===== src/hdl/sta_pkg.sv =====
`timescale 1ns / 1ps
`default_nettype none
// ----------------------------------------------------------------------------
// sta_pkg
// Shared types, register indexes and reset values of the threshold alarm.
// ----------------------------------------------------------------------------
package sta_pkg;

  localparam int unsigned SAMPLE_W   = 24;
  localparam int unsigned SUSTAIN_W  = 8;
  localparam int unsigned HOLDOFF_W  = 10;
  localparam int unsigned HOLDSEC_W  = 16;   // 1023 * 60 fits
  localparam int unsigned TIME_W     = 32;
  localparam int unsigned CH_W       = 2;
  localparam int unsigned NUM_CH     = 4;
  localparam int unsigned INDEX_W    = 3;
  localparam int unsigned DATA_W     = 24;
  localparam int unsigned RUN_BITS_DEF = 8;

  localparam int unsigned SECONDS_PER_MINUTE = 60;
  localparam int unsigned BATTERY_SUSTAIN    = 1;

  typedef enum logic [CH_W-1:0] {
    CH_CPU     = 2'd0,
    CH_MEM     = 2'd1,
    CH_BATTERY = 2'd2,
    CH_POWER   = 2'd3
  } channel_t;

  typedef enum logic [INDEX_W-1:0] {
    REG_CPU_LIMIT     = 3'd0,
    REG_CPU_SUSTAIN   = 3'd1,
    REG_MEM_LIMIT     = 3'd2,
    REG_MEM_SUSTAIN   = 3'd3,
    REG_BATTERY_FLOOR = 3'd4,
    REG_POWER_LIMIT   = 3'd5,
    REG_HOLDOFF       = 3'd6
  } reg_index_t;

  localparam logic [SAMPLE_W-1:0]  CPU_LIMIT_RST     = 24'd23040;
  localparam logic [SUSTAIN_W-1:0] CPU_SUSTAIN_RST   = 8'd5;
  localparam logic [SAMPLE_W-1:0]  MEM_LIMIT_RST     = 24'd23040;
  localparam logic [SUSTAIN_W-1:0] MEM_SUSTAIN_RST   = 8'd5;
  localparam logic [SAMPLE_W-1:0]  BATTERY_FLOOR_RST = 24'd2560;
  localparam logic [SAMPLE_W-1:0]  POWER_LIMIT_RST   = 24'd12800;
  localparam logic [HOLDSEC_W-1:0] HOLDOFF_SECS_RST  = 16'd900;   // 15 minutes

  typedef struct packed {
    logic [SAMPLE_W-1:0]  cpu_limit;
    logic [SUSTAIN_W-1:0] cpu_sustain;
    logic [SAMPLE_W-1:0]  mem_limit;
    logic [SUSTAIN_W-1:0] mem_sustain;
    logic [SAMPLE_W-1:0]  battery_floor;
    logic [SAMPLE_W-1:0]  power_limit;
    logic [HOLDSEC_W-1:0] holdoff_secs;
  } cfg_t;

  typedef struct packed {
    logic fire;
  } verdict_t;

endpackage
`default_nettype wire


===== src/hdl/sustained_threshold_alarm.sv =====
`timescale 1ns / 1ps
`default_nettype none
// ----------------------------------------------------------------------------
// sustained_threshold_alarm
// Four-channel threshold monitor with sustain count and alert holdoff.
// ----------------------------------------------------------------------------
//   port group   dir  handshake           payload
//   input        in   in_valid/in_stall   channel, sample, quality_known,
//                                          now_seconds
//   alert        out  out_valid/out_stall alert_channel, alert_time,
//                                          alert_sample
//   config       in   wr_en               wr_index, wr_data
//
// One item per cycle while in_stall is low. An item is held in the input
// register, evaluated against its channel's state there, and any alert
// moves on into the output register once that register is free.
// Channel state is updated as the item leaves the input register, so the
// next item of the same channel sees it. Synchronous reset clears the valid
// flags and the per-channel state and loads the default configuration.
// in_stall rises only while an alert waits and out_stall is high.
// ----------------------------------------------------------------------------
module sustained_threshold_alarm
  import sta_pkg::*;
#(
  parameter int unsigned RUN_BITS = RUN_BITS_DEF
)
(
  input  wire logic                 clk,
  input  wire logic                 rst,

  input  wire logic                 in_valid,
  output logic                      in_stall,
  input  wire logic [CH_W-1:0]      channel,
  input  wire logic signed [SAMPLE_W-1:0] sample,
  input  wire logic                 quality_known,
  input  wire logic [TIME_W-1:0]    now_seconds,

  output logic                      out_valid,
  input  wire logic                 out_stall,
  output logic [CH_W-1:0]           alert_channel,
  output logic [TIME_W-1:0]         alert_time,
  output logic signed [SAMPLE_W-1:0] alert_sample,

  input  wire logic                 wr_en,
  input  wire logic [INDEX_W-1:0]   wr_index,
  input  wire logic [DATA_W-1:0]    wr_data
);

  cfg_t     cfg;
  verdict_t verdict;

  logic                s1_valid;
  logic [CH_W-1:0]     s1_channel;
  logic [SAMPLE_W-1:0] s1_sample;
  logic                s1_quality;
  logic [TIME_W-1:0]   s1_now;

  logic out_free;
  logic go;

  assign out_free = !out_valid || !out_stall;
  assign go       = s1_valid && out_free;
  assign in_stall = s1_valid && !out_free;

  sta_cfg u_cfg (
    .clk      (clk),
    .rst      (rst),
    .wr_en    (wr_en),
    .wr_index (wr_index),
    .wr_data  (wr_data),
    .cfg      (cfg)
  );

  sta_eval #(
    .RUN_BITS (RUN_BITS)
  ) u_eval (
    .clk           (clk),
    .rst           (rst),
    .cfg           (cfg),
    .go            (go),
    .channel       (s1_channel),
    .sample        (s1_sample),
    .quality_known (s1_quality),
    .now_seconds   (s1_now),
    .verdict       (verdict)
  );

  // input register
  always_ff @(posedge clk) begin
    if (rst) begin
      s1_valid <= 1'b0;
    end else if (!in_stall) begin
      s1_valid <= in_valid;
    end
  end

  always_ff @(posedge clk) begin
    if (in_valid && !in_stall) begin
      s1_channel <= channel;
      s1_sample  <= sample;
      s1_quality <= quality_known;
      s1_now     <= now_seconds;
    end
  end

  // output register
  always_ff @(posedge clk) begin
    if (rst) begin
      out_valid <= 1'b0;
    end else if (out_free) begin
      out_valid <= go && verdict.fire;
    end
  end

  always_ff @(posedge clk) begin
    if (go && verdict.fire) begin
      alert_channel <= s1_channel;
      alert_time    <= s1_now;
      alert_sample  <= s1_sample;
    end
  end

endmodule
`default_nettype wire


===== src/hdl/sta_cfg.sv =====
`timescale 1ns / 1ps
`default_nettype none
// ----------------------------------------------------------------------------
// sta_cfg
// Configuration registers; holdoff is kept in seconds, scaled at write time.
// ----------------------------------------------------------------------------
module sta_cfg
  import sta_pkg::*;
(
  input  wire logic                clk,
  input  wire logic                rst,
  input  wire logic                wr_en,
  input  wire logic [INDEX_W-1:0]  wr_index,
  input  wire logic [DATA_W-1:0]   wr_data,
  output cfg_t                     cfg
);

  cfg_t cfg_q;
  logic [HOLDSEC_W-1:0] holdoff_scaled;

  assign holdoff_scaled = HOLDSEC_W'(wr_data[HOLDOFF_W-1:0]) *
                          HOLDSEC_W'(SECONDS_PER_MINUTE);

  always_ff @(posedge clk) begin
    if (rst) begin
      cfg_q.cpu_limit     <= CPU_LIMIT_RST;
      cfg_q.cpu_sustain   <= CPU_SUSTAIN_RST;
      cfg_q.mem_limit     <= MEM_LIMIT_RST;
      cfg_q.mem_sustain   <= MEM_SUSTAIN_RST;
      cfg_q.battery_floor <= BATTERY_FLOOR_RST;
      cfg_q.power_limit   <= POWER_LIMIT_RST;
      cfg_q.holdoff_secs  <= HOLDOFF_SECS_RST;
    end else if (wr_en) begin
      case (reg_index_t'(wr_index))
        REG_CPU_LIMIT:     cfg_q.cpu_limit     <= wr_data[SAMPLE_W-1:0];
        REG_CPU_SUSTAIN:   cfg_q.cpu_sustain   <= wr_data[SUSTAIN_W-1:0];
        REG_MEM_LIMIT:     cfg_q.mem_limit     <= wr_data[SAMPLE_W-1:0];
        REG_MEM_SUSTAIN:   cfg_q.mem_sustain   <= wr_data[SUSTAIN_W-1:0];
        REG_BATTERY_FLOOR: cfg_q.battery_floor <= wr_data[SAMPLE_W-1:0];
        REG_POWER_LIMIT:   cfg_q.power_limit   <= wr_data[SAMPLE_W-1:0];
        REG_HOLDOFF:       cfg_q.holdoff_secs  <= holdoff_scaled;
        default: ;
      endcase
    end
  end

  assign cfg = cfg_q;

endmodule
`default_nettype wire


===== src/hdl/sta_eval.sv =====
`timescale 1ns / 1ps
`default_nettype none
// ----------------------------------------------------------------------------
// sta_eval
// Per-channel run counters and last alert times; decides whether the item
// in the input register fires, and updates that channel's state on advance.
// ----------------------------------------------------------------------------
module sta_eval
  import sta_pkg::*;
#(
  parameter int unsigned RUN_BITS = RUN_BITS_DEF
)
(
  input  wire logic                 clk,
  input  wire logic                 rst,
  input  wire cfg_t                 cfg,
  input  wire logic                 go,
  input  wire logic [CH_W-1:0]      channel,
  input  wire logic [SAMPLE_W-1:0]  sample,
  input  wire logic                 quality_known,
  input  wire logic [TIME_W-1:0]    now_seconds,
  output verdict_t                  verdict
);

  localparam int unsigned CMP_W = (RUN_BITS > SUSTAIN_W) ? RUN_BITS : SUSTAIN_W;
  localparam logic [RUN_BITS-1:0] RUN_MAX = {RUN_BITS{1'b1}};

  logic [RUN_BITS-1:0] run [NUM_CH];
  logic [TIME_W-1:0]   last_time [NUM_CH];

  logic                ignore;
  logic                violated;
  logic [SUSTAIN_W-1:0] sustain;
  logic [RUN_BITS-1:0] run_cur;
  logic [RUN_BITS-1:0] run_inc;
  logic [TIME_W-1:0]   last;
  logic [TIME_W:0]     elapsed;
  logic                reached;
  logic                held;
  logic                fire;

  always_comb begin
    ignore   = 1'b0;
    violated = 1'b0;
    sustain  = cfg.cpu_sustain;
    case (channel_t'(channel))
      CH_CPU: begin
        violated = $signed(sample) >= $signed(cfg.cpu_limit);
      end
      CH_MEM: begin
        violated = $signed(sample) >= $signed(cfg.mem_limit);
        sustain  = cfg.mem_sustain;
      end
      CH_BATTERY: begin
        violated = $signed(sample) <= $signed(cfg.battery_floor);
        sustain  = SUSTAIN_W'(BATTERY_SUSTAIN);
      end
      CH_POWER: begin
        ignore   = !quality_known;
        violated = $signed(sample) >= $signed(cfg.power_limit);
      end
      default: ;
    endcase
  end

  assign run_cur = run[channel];
  assign last    = last_time[channel];
  assign run_inc = (run_cur == RUN_MAX) ? run_cur : run_cur + RUN_BITS'(1);
  assign reached = CMP_W'(run_inc) >= CMP_W'(sustain);

  // negative elapsed (time ran backward) counts as inside the holdoff
  assign elapsed = {1'b0, now_seconds} - {1'b0, last};
  assign held    = (last != '0) &&
                   (elapsed[TIME_W] || (elapsed[TIME_W-1:0] < TIME_W'(cfg.holdoff_secs)));

  assign fire = !ignore && violated && reached && !held;
  assign verdict.fire = fire;

  always_ff @(posedge clk) begin
    if (rst) begin
      for (int i = 0; i < NUM_CH; i++) begin
        run[i]       <= '0;
        last_time[i] <= '0;
      end
    end else if (go && !ignore) begin
      if (!violated) begin
        run[channel] <= '0;
      end else if (fire) begin
        run[channel]       <= '0;
        last_time[channel] <= now_seconds;
      end else begin
        run[channel] <= run_inc;
      end
    end
  end

endmodule
`default_nettype wire


===== config.mk =====
export PLATFORM = sky130hd
export DESIGN_NAME = sustained_threshold_alarm
export DESIGN_NICKNAME = d
export VERILOG_FILES = /design/src/hdl/sta_pkg.sv /design/src/hdl/sustained_threshold_alarm.sv /design/src/hdl/sta_cfg.sv /design/src/hdl/sta_eval.sv
export SDC_FILE = /design/constraint.sdc
export NUM_CORES = 1
export LEC_CHECK = 0
export BUFFER_PORTS_ARGS = -buffer_cell sky130_fd_sc_hd__buf_2
export CORE_MARGIN = 8
export CORE_UTILIZATION = 53
export CTS_CLUSTER_DIAMETER = 50
export DETAILED_ROUTE_END_ITERATION = 6
export GPL_ROUTABILITY_DRIVEN = 0
export GPL_TIMING_DRIVEN = 0
export PLACE_DENSITY = 0.67
export SLEW_MARGIN = 20
export SYNTH_ARGS = -nofsm -noshare
export SYNTH_HDL_FRONTEND = slang
export SYNTH_HIERARCHICAL = 1
export SYNTH_SLANG_ARGS = --single-unit

===== constraint.sdc =====
create_clock -name clk -period 8.68 [get_ports clk]
set_input_delay 0.434 -clock clk [delete_from_list [all_inputs] [get_ports clk]]
set_output_delay 0.434 -clock clk [all_outputs]
set_load 0.01 [all_outputs]

## Word level (Yosys, flattened, before mapping)

Memory sizes are Yosys's and may differ from the RTL's. A register that Yosys moved wholly into a read port is not among the register bits.
Cells that the tools add are included.

- Bits in registers: 245
- Memory bits (writable): 160
- Output and inout port bits: 60
- Word-level logic and storage cells: 99
- Input port bits: 91
- Memories kept: 2

Memory list:

| name | words | bits a word | read ports | clocked after memory_dff | write ports | RTL line | RTL |
|---|---|---|---|---|---|---|---|
| u_eval.last_time | 4 | 32 | 1 | 1 | 4 | sta_eval.sv:29 | `logic [TIME_W-1:0] last_time [NUM_CH];` |
| u_eval.run | 4 | 8 | 1 | 1 | 4 | sta_eval.sv:28 | `logic [RUN_BITS-1:0] run [NUM_CH];` |

- $lt $le $gt $ge: 6
- Mux-type cells: 30
- Reductions and logical operators: 30
- Equality and inequality tests: 10
- Bitwise gates (word level): 2
- $mul: 1
- Add/sub/neg operators: 2

Operators by type and width:

| kind | number |
|---|---|
| greater-or-equal comparator 24 bit | 3 |
| subtractor 32 x 32 -> 33 bit | 1 |
| < comparator 32 x 16 -> 1 bit | 1 |
| two-way mux 32 bit | 1 |
| two-way mux 8 bit | 4 |
| nonzero test 32 bit | 1 |
| OR reduction 32 bit | 1 |
| <= comparator 24 bit | 1 |
| two-way mux 1 bit | 19 |
| case mux 8 bit (2 select lines) | 1 |
| multiplier 10 x 4 -> 14 bit, second input constant | 1 |
| AND reduction 2 bit | 7 |
| equality test 3 bit, second input constant | 3 |
| logical AND 1 bit | 9 |
| adder 8 x 1 -> 8 bit, second input constant | 1 |
| equality test 8 bit, second input constant | 1 |
| greater-or-equal comparator 8 bit | 1 |
| two-way mux 2 bit | 4 |
| OR reduction 8 bit | 1 |
| logical NOT 1 bit | 7 |
| equality test 3 x 2 -> 1 bit, second input constant | 2 |
| equality test 2 bit, second input constant | 2 |
| case mux 1 bit (4 select lines) | 1 |
| equality test 3 x 1 -> 1 bit, second input constant | 1 |
| 5 further kinds | 7 |

## Depth between registers and ports, before layout

- Word-level depth: 15
- Gate-level depth with buffers: 25

## Modules after synthesis

Netlist, hierarchy kept.

Modules (own cells, without submodules):

| module | times used | sequential area each (µm²) | area each (µm²) | cells an instance |
|---|---|---|---|---|
| sta_eval | 1 | 4804.6 | 13015.0 | 1288 |
| sta_cfg | 1 | 2522.4 | 5400.2 | 663 |
| sustained_threshold_alarm | 1 | 3553.4 | 3607.2 | 129 |

## Worst setup path before layout

No wires, ideal clock.

- Kind: register -> register
- Start point: register s1_channel[0]
- End point: register alert_channel[0] (enable)
- Buffers on the path: 5
- Period minus slack after synthesis: 7.823 ns
- Data arrival time: 7.330 ns
- Setup slack: 0.857 ns
- Cell stages (with the launch flop): 25
- Library setup time: 0.493 ns
- Cell sequence: edfxtp_1 -> buf_6 -> buf_6 -> buf_2 -> mux4_2 -> ha_1 -> and3_1 -> and2_1 -> and3_1 -> nand2_1 -> mux2i_1 -> inv_1 -> ha_1 -> a21o_1 -> a21o_1 -> a21oi_1 -> o21ai_0 -> a21oi_1 -> a221oi_4 -> o41ai_4 -> buf_4 -> buf_2 -> nor2_1 -> nand2_1 -> a21oi_1

- Cells in the longest elaborated chain, start to end: 7
- Elaborated cells on any way between the ends: 13
- Those cells by class: order compare (1); eq/ne (3); mux (3); reduce/logical (6)

RTL lines:

| item | RTL line | RTL |
|---|---|---|
| start: declaration | sustained_threshold_alarm.sv:53 | `logic [CH_W-1:0] s1_channel;` |
| start signal: assignment | sustained_threshold_alarm.sv:99 | `s1_channel <= channel;` |
| parallel branches: the longest is 4 deep, another holds greater-or-equal comparator 8 bit | n/a |  |
| logical AND 1 bit (*) (2 in series) | sta_eval.sv:76 | `assign fire = !ignore && violated && reached && !held;` |
| via verdict | sustained_threshold_alarm.sv:50 | `verdict_t verdict;` |
| logical AND 1 bit (*) | sustained_threshold_alarm.sv:116 | `if (go && verdict.fire) begin` |
| end signal: assignment | sustained_threshold_alarm.sv:117 | `alert_channel <= s1_channel;` |
| end: declaration | sustained_threshold_alarm.sv:40 | `output logic [CH_W-1:0] alert_channel,` |

Mark *: on every way through the listed nets, which the timed path passes.
A chain may end at the register's enable or synchronous reset.

## Worst setup path in the final report

- Start point: register s1_channel[1]
- End point: register alert_time[5] (enable)

- Cells in the longest elaborated chain, start to end: 7
- Elaborated cells on any way between the ends: 13
- Those cells by class: order compare (1); eq/ne (3); mux (3); reduce/logical (6)

RTL lines:

| item | RTL line | RTL |
|---|---|---|
| parallel branches: the longest is 4 deep, another holds greater-or-equal comparator 8 bit | n/a |  |
| logical AND 1 bit (*) (2 in series) | sta_eval.sv:76 |  |
| via verdict | sustained_threshold_alarm.sv:50 |  |
| logical AND 1 bit (*) | sustained_threshold_alarm.sv:116 |  |
| end signal: assignment | sustained_threshold_alarm.sv:118 | `alert_time <= s1_now;` |
| end: declaration | sustained_threshold_alarm.sv:41 | `output logic [TIME_W-1:0] alert_time,` |

Marks and branches as above.

==> reports/results.txt <==
number of buffers created by CTS: 48
clock slew at reported path FFs: 0.06 ns
post-route ant nets: 0
Cell Rows: 74
worst ir drop on vdd: 0.144 mV
antenna violations before repair: 5
num ports: 151
H-tree depth: 2
dominant cell by count in the synthesized netlist: sky130_fd_sc_hd__nand2_1
number of buffers on the longest clock path: 3
worst-path cell with the longest stage delay: sky130_fd_sc_hd__or4_4
Hold Path Class: primary input to flop
Worst Setup Path Type: flop to flop
share of Yosys cell area claimed by the top area cell type: 0.378
largest fanout on the critical path: 20
die extent in y: 220 µm
setup bufs post-CTS: 0
starting density of the core: 0.538
layout overhead on the synthesized area: 17.1%
PnR Total Power: 5.08 mW
total routed wirelength: 61.3 mm
via density per instance: 5.90
count of flip-flops with a built-in enable after synthesis: 277
number of instances in the synthesized netlist: 2080
global route overflow: 0
ratio of final minimum period to clock period: 0.843
number of cells in the design after placement: 2771
total of endpoints with negative setup slack in the final report: 0
number of clock sinks: 405
Top FF cell, synth: sky130_fd_sc_hd__edfxtp_1
number of warnings printed during yosys synthesis: 6
root cell of the clock tree: sky130_fd_sc_hd__clkbuf_16
cell seen most often among critical-path stages: sky130_fd_sc_hd__buf_2
type of destination of the critical path: flop
worst slew margin relative to its limit: 0.399
maximum clock frequency: 0.137 GHz
total of cells resized after clock tree synthesis: 0
leakage power summed over all cells: 9.82 nW
die boundary width: 220 µm
maximum capacitance violations: 0
Core Footprint: 0.0409 mm²
WL/cell: 21.1 µm
slack of the worst reg-to-reg path: 1.36 ns
RSZ-0062 raised after global routing: false
number of unique standard cell types used by synthesis: 83
data arrival time of the worst path: 7.64 ns
count of routing violations after the opening detailed-route iteration: 1533
proportion of layout cells with a drive suffix above 1: 0.150
cells taking the most area after synthesis: sky130_fd_sc_hd__edfxtp_1 38%, sky130_fd_sc_hd__dfxtp_1 12%, sky130_fd_sc_hd__ha_1 9.9%
transition time of the tightest slew-check pin: 0.893 ns
clock latency reported for the late side of the worst-skew pair: 0.60 ns
number of buffers inserted by port buffering: 148
area leader, netlist: sky130_fd_sc_hd__edfxtp_1
DRC viols: 0
router iterations before antenna repair: 6
pin count of the biggest net entering global routing: 25
cell type group with the largest total delay on the critical path: compound AO/OA/AOI/OAI gates
net total in the final layout: 2613
clock tree from TritonCTS: yes
Overall Global Routing Usage: 0.251
power density cells: 197 mW/mm²
top cells by count, synth: 318 x sky130_fd_sc_hd__nand2_1, 277 x sky130_fd_sc_hd__edfxtp_1, 196 x sky130_fd_sc_hd__inv_1
biggest cell delay along the critical path: 0.60 ns
number of synthesized register bits: 405
number of buffers and inverters on the critical path: 8
count of placed standard cells in the final layout, fillers left out: 2902
die outline area: 0.0483 mm²
CTS hold repair buffers: 41
Critical Path Start Type: flop
required arrival time at the worst endpoint: 9.01 ns
Clock Skews: 0.0260 ns
Cell Area, Synth: 0.0220 mm²
Synth async-reset ratio: 0
vias in the first global route: 16900
global-route wire length before repair: 94.3 mm
fin. max-slew vios: 0
Via Count: 17100
sequential share of the synthesized area: 0.494
half-perimeter wire length after placement: 45.1 mm
average cell area after synthesis: 10.6 µm²
min cycle time layout: 7.32 ns
status: complete, no violations
number of hold violations in the final report: 0
stage by stage:
| step | util | setup TNS (ns) | setup slack [ns] | cell area [µm²] | hold slack (ns) |
|---|---|---|---|---|---|
| 2_1_floorplan | - | 0 | 0.857 | 22000 | 0.426 |
| 3_3_place_gp | 0.573 | -299.74 | -2.26 | 23400 | 0.437 |
| 3_5_place_dp | 0.580 | 0 | 1.48 | 23700 | 0.443 |
| 4_1_cts | 0.630 | 0 | 1.41 | 25800 | 0.00164 |
| 5_1_grt | 0.630 | 0 | 1.05 | 25800 | 0.0108 |
| 6_report | 0.630 | 0 | 1.36 | 25800 | 0.0227 |
final timing paths:
kind / from / to / depth (start not counted)
worst max-delay path: s1_channel[1]$_DFFE_PP_ / alert_time[5]$_DFFE_PP_ / 27
worst min register to register: u_cfg/cfg[117]$_SDFFE_PP0P_ / u_cfg/cfg[117]$_SDFFE_PP0P_ / 2
worst min-delay path: now_seconds[17] / s1_now[17]$_DFFE_PP_ / 1
worst max register to register: s1_channel[1]$_DFFE_PP_ / alert_time[5]$_DFFE_PP_ / 27
cells by family (layout without fill, tap and decap cells):
family	count (synthesis)	in the layout	share of synthesized area
other cells	1	3	0.000170
flops	405	405	0.494
compound gates	373	373	0.106
simple gates	733	733	0.173
xor+xnor	26	26	0.0103
mux	49	49	0.0450
buf+inv	301	589	0.0563
fa+ha+maj	192	192	0.115
per-layer routing:
| layer | up-vias | share of wire | track usage |
|---|---|---|---|
| li1 | 8014 | - | - |
| met1 | 8252 | 0.43 | 0.331 |
| met2 | 714 | 0.47 | 0.415 |
| met3 | 128 | 0.075 | 0.0444 |
| met4 | 8 | 0.030 | 0.0871 |
| met5 | - | 0.00083 | 0 |
placed cells by master, fill, tap and decap left out, types with 32 or more instances in the layout:
cell type	netlist	routed
sky130_fd_sc_hd__dlygate4sd3_1	0	41
sky130_fd_sc_hd__mux4_2	40	40
sky130_fd_sc_hd__nand3_1	45	45
sky130_fd_sc_hd__o21ai_0	47	44
sky130_fd_sc_hd__clkbuf_16	0	51
sky130_fd_sc_hd__inv_1	196	196
sky130_fd_sc_hd__buf_2	37	185
sky130_fd_sc_hd__clkbuf_1	53	62
sky130_fd_sc_hd__nand4_1	32	32
sky130_fd_sc_hd__nor2_1	59	58
sky130_fd_sc_hd__nor3_1	59	59
sky130_fd_sc_hd__ha_1	174	174
sky130_fd_sc_hd__a21oi_1	188	187
sky130_fd_sc_hd__dfxtp_1	128	128
sky130_fd_sc_hd__edfxtp_1	277	277
sky130_fd_sc_hd__nor3b_1	99	99
sky130_fd_sc_hd__nand2_1	318	318
worst reg2reg max path: cells and delay by family (launching register included):
kind	cells	cell delay, ns
compound gates	11	2.60
buf+inv	8	1.94
simple gates	4	1.03
fa+ha+maj	2	0.46
flops	1	0.45
mux	1	0.42
xor+xnor	1	0.11
layout make-up:
type                       count  area [µm²]
fill                        3321       15100
timing repair buffer         199        1370
antenna                        1        2.50
clock buffer                  62        1340
inverter                     198         743
clock inverter                27         305
buffer                       103         497
multi-input combinational   1375        9970
sequential                   405       10900
tap                          532         666
flip-flops by register name, summed over array words and instances (netlist names):
| signal | cells |
|---|---|
| u_cfg/cfg | 126 |
| alert_time | 32 |
| s1_valid | 1 |
| u_eval/run | 32 |
| s1_now | 32 |
| s1_quality | 1 |
| s1_sample | 24 |
| alert_sample | 24 |
| u_eval/last_time | 128 |
| out_valid | 1 |
| s1_channel | 2 |
| alert_channel | 2 |
report_power, final:
group	internal [mW]	total (mW)	switching, mW	leakage (nW)
registers	2.13	2.18	0.0479	3.79
logic	0.332	0.832	0.500	5.24
clock network	1.25	2.07	0.825	0.793
Power figures use the tool's default switching activity.
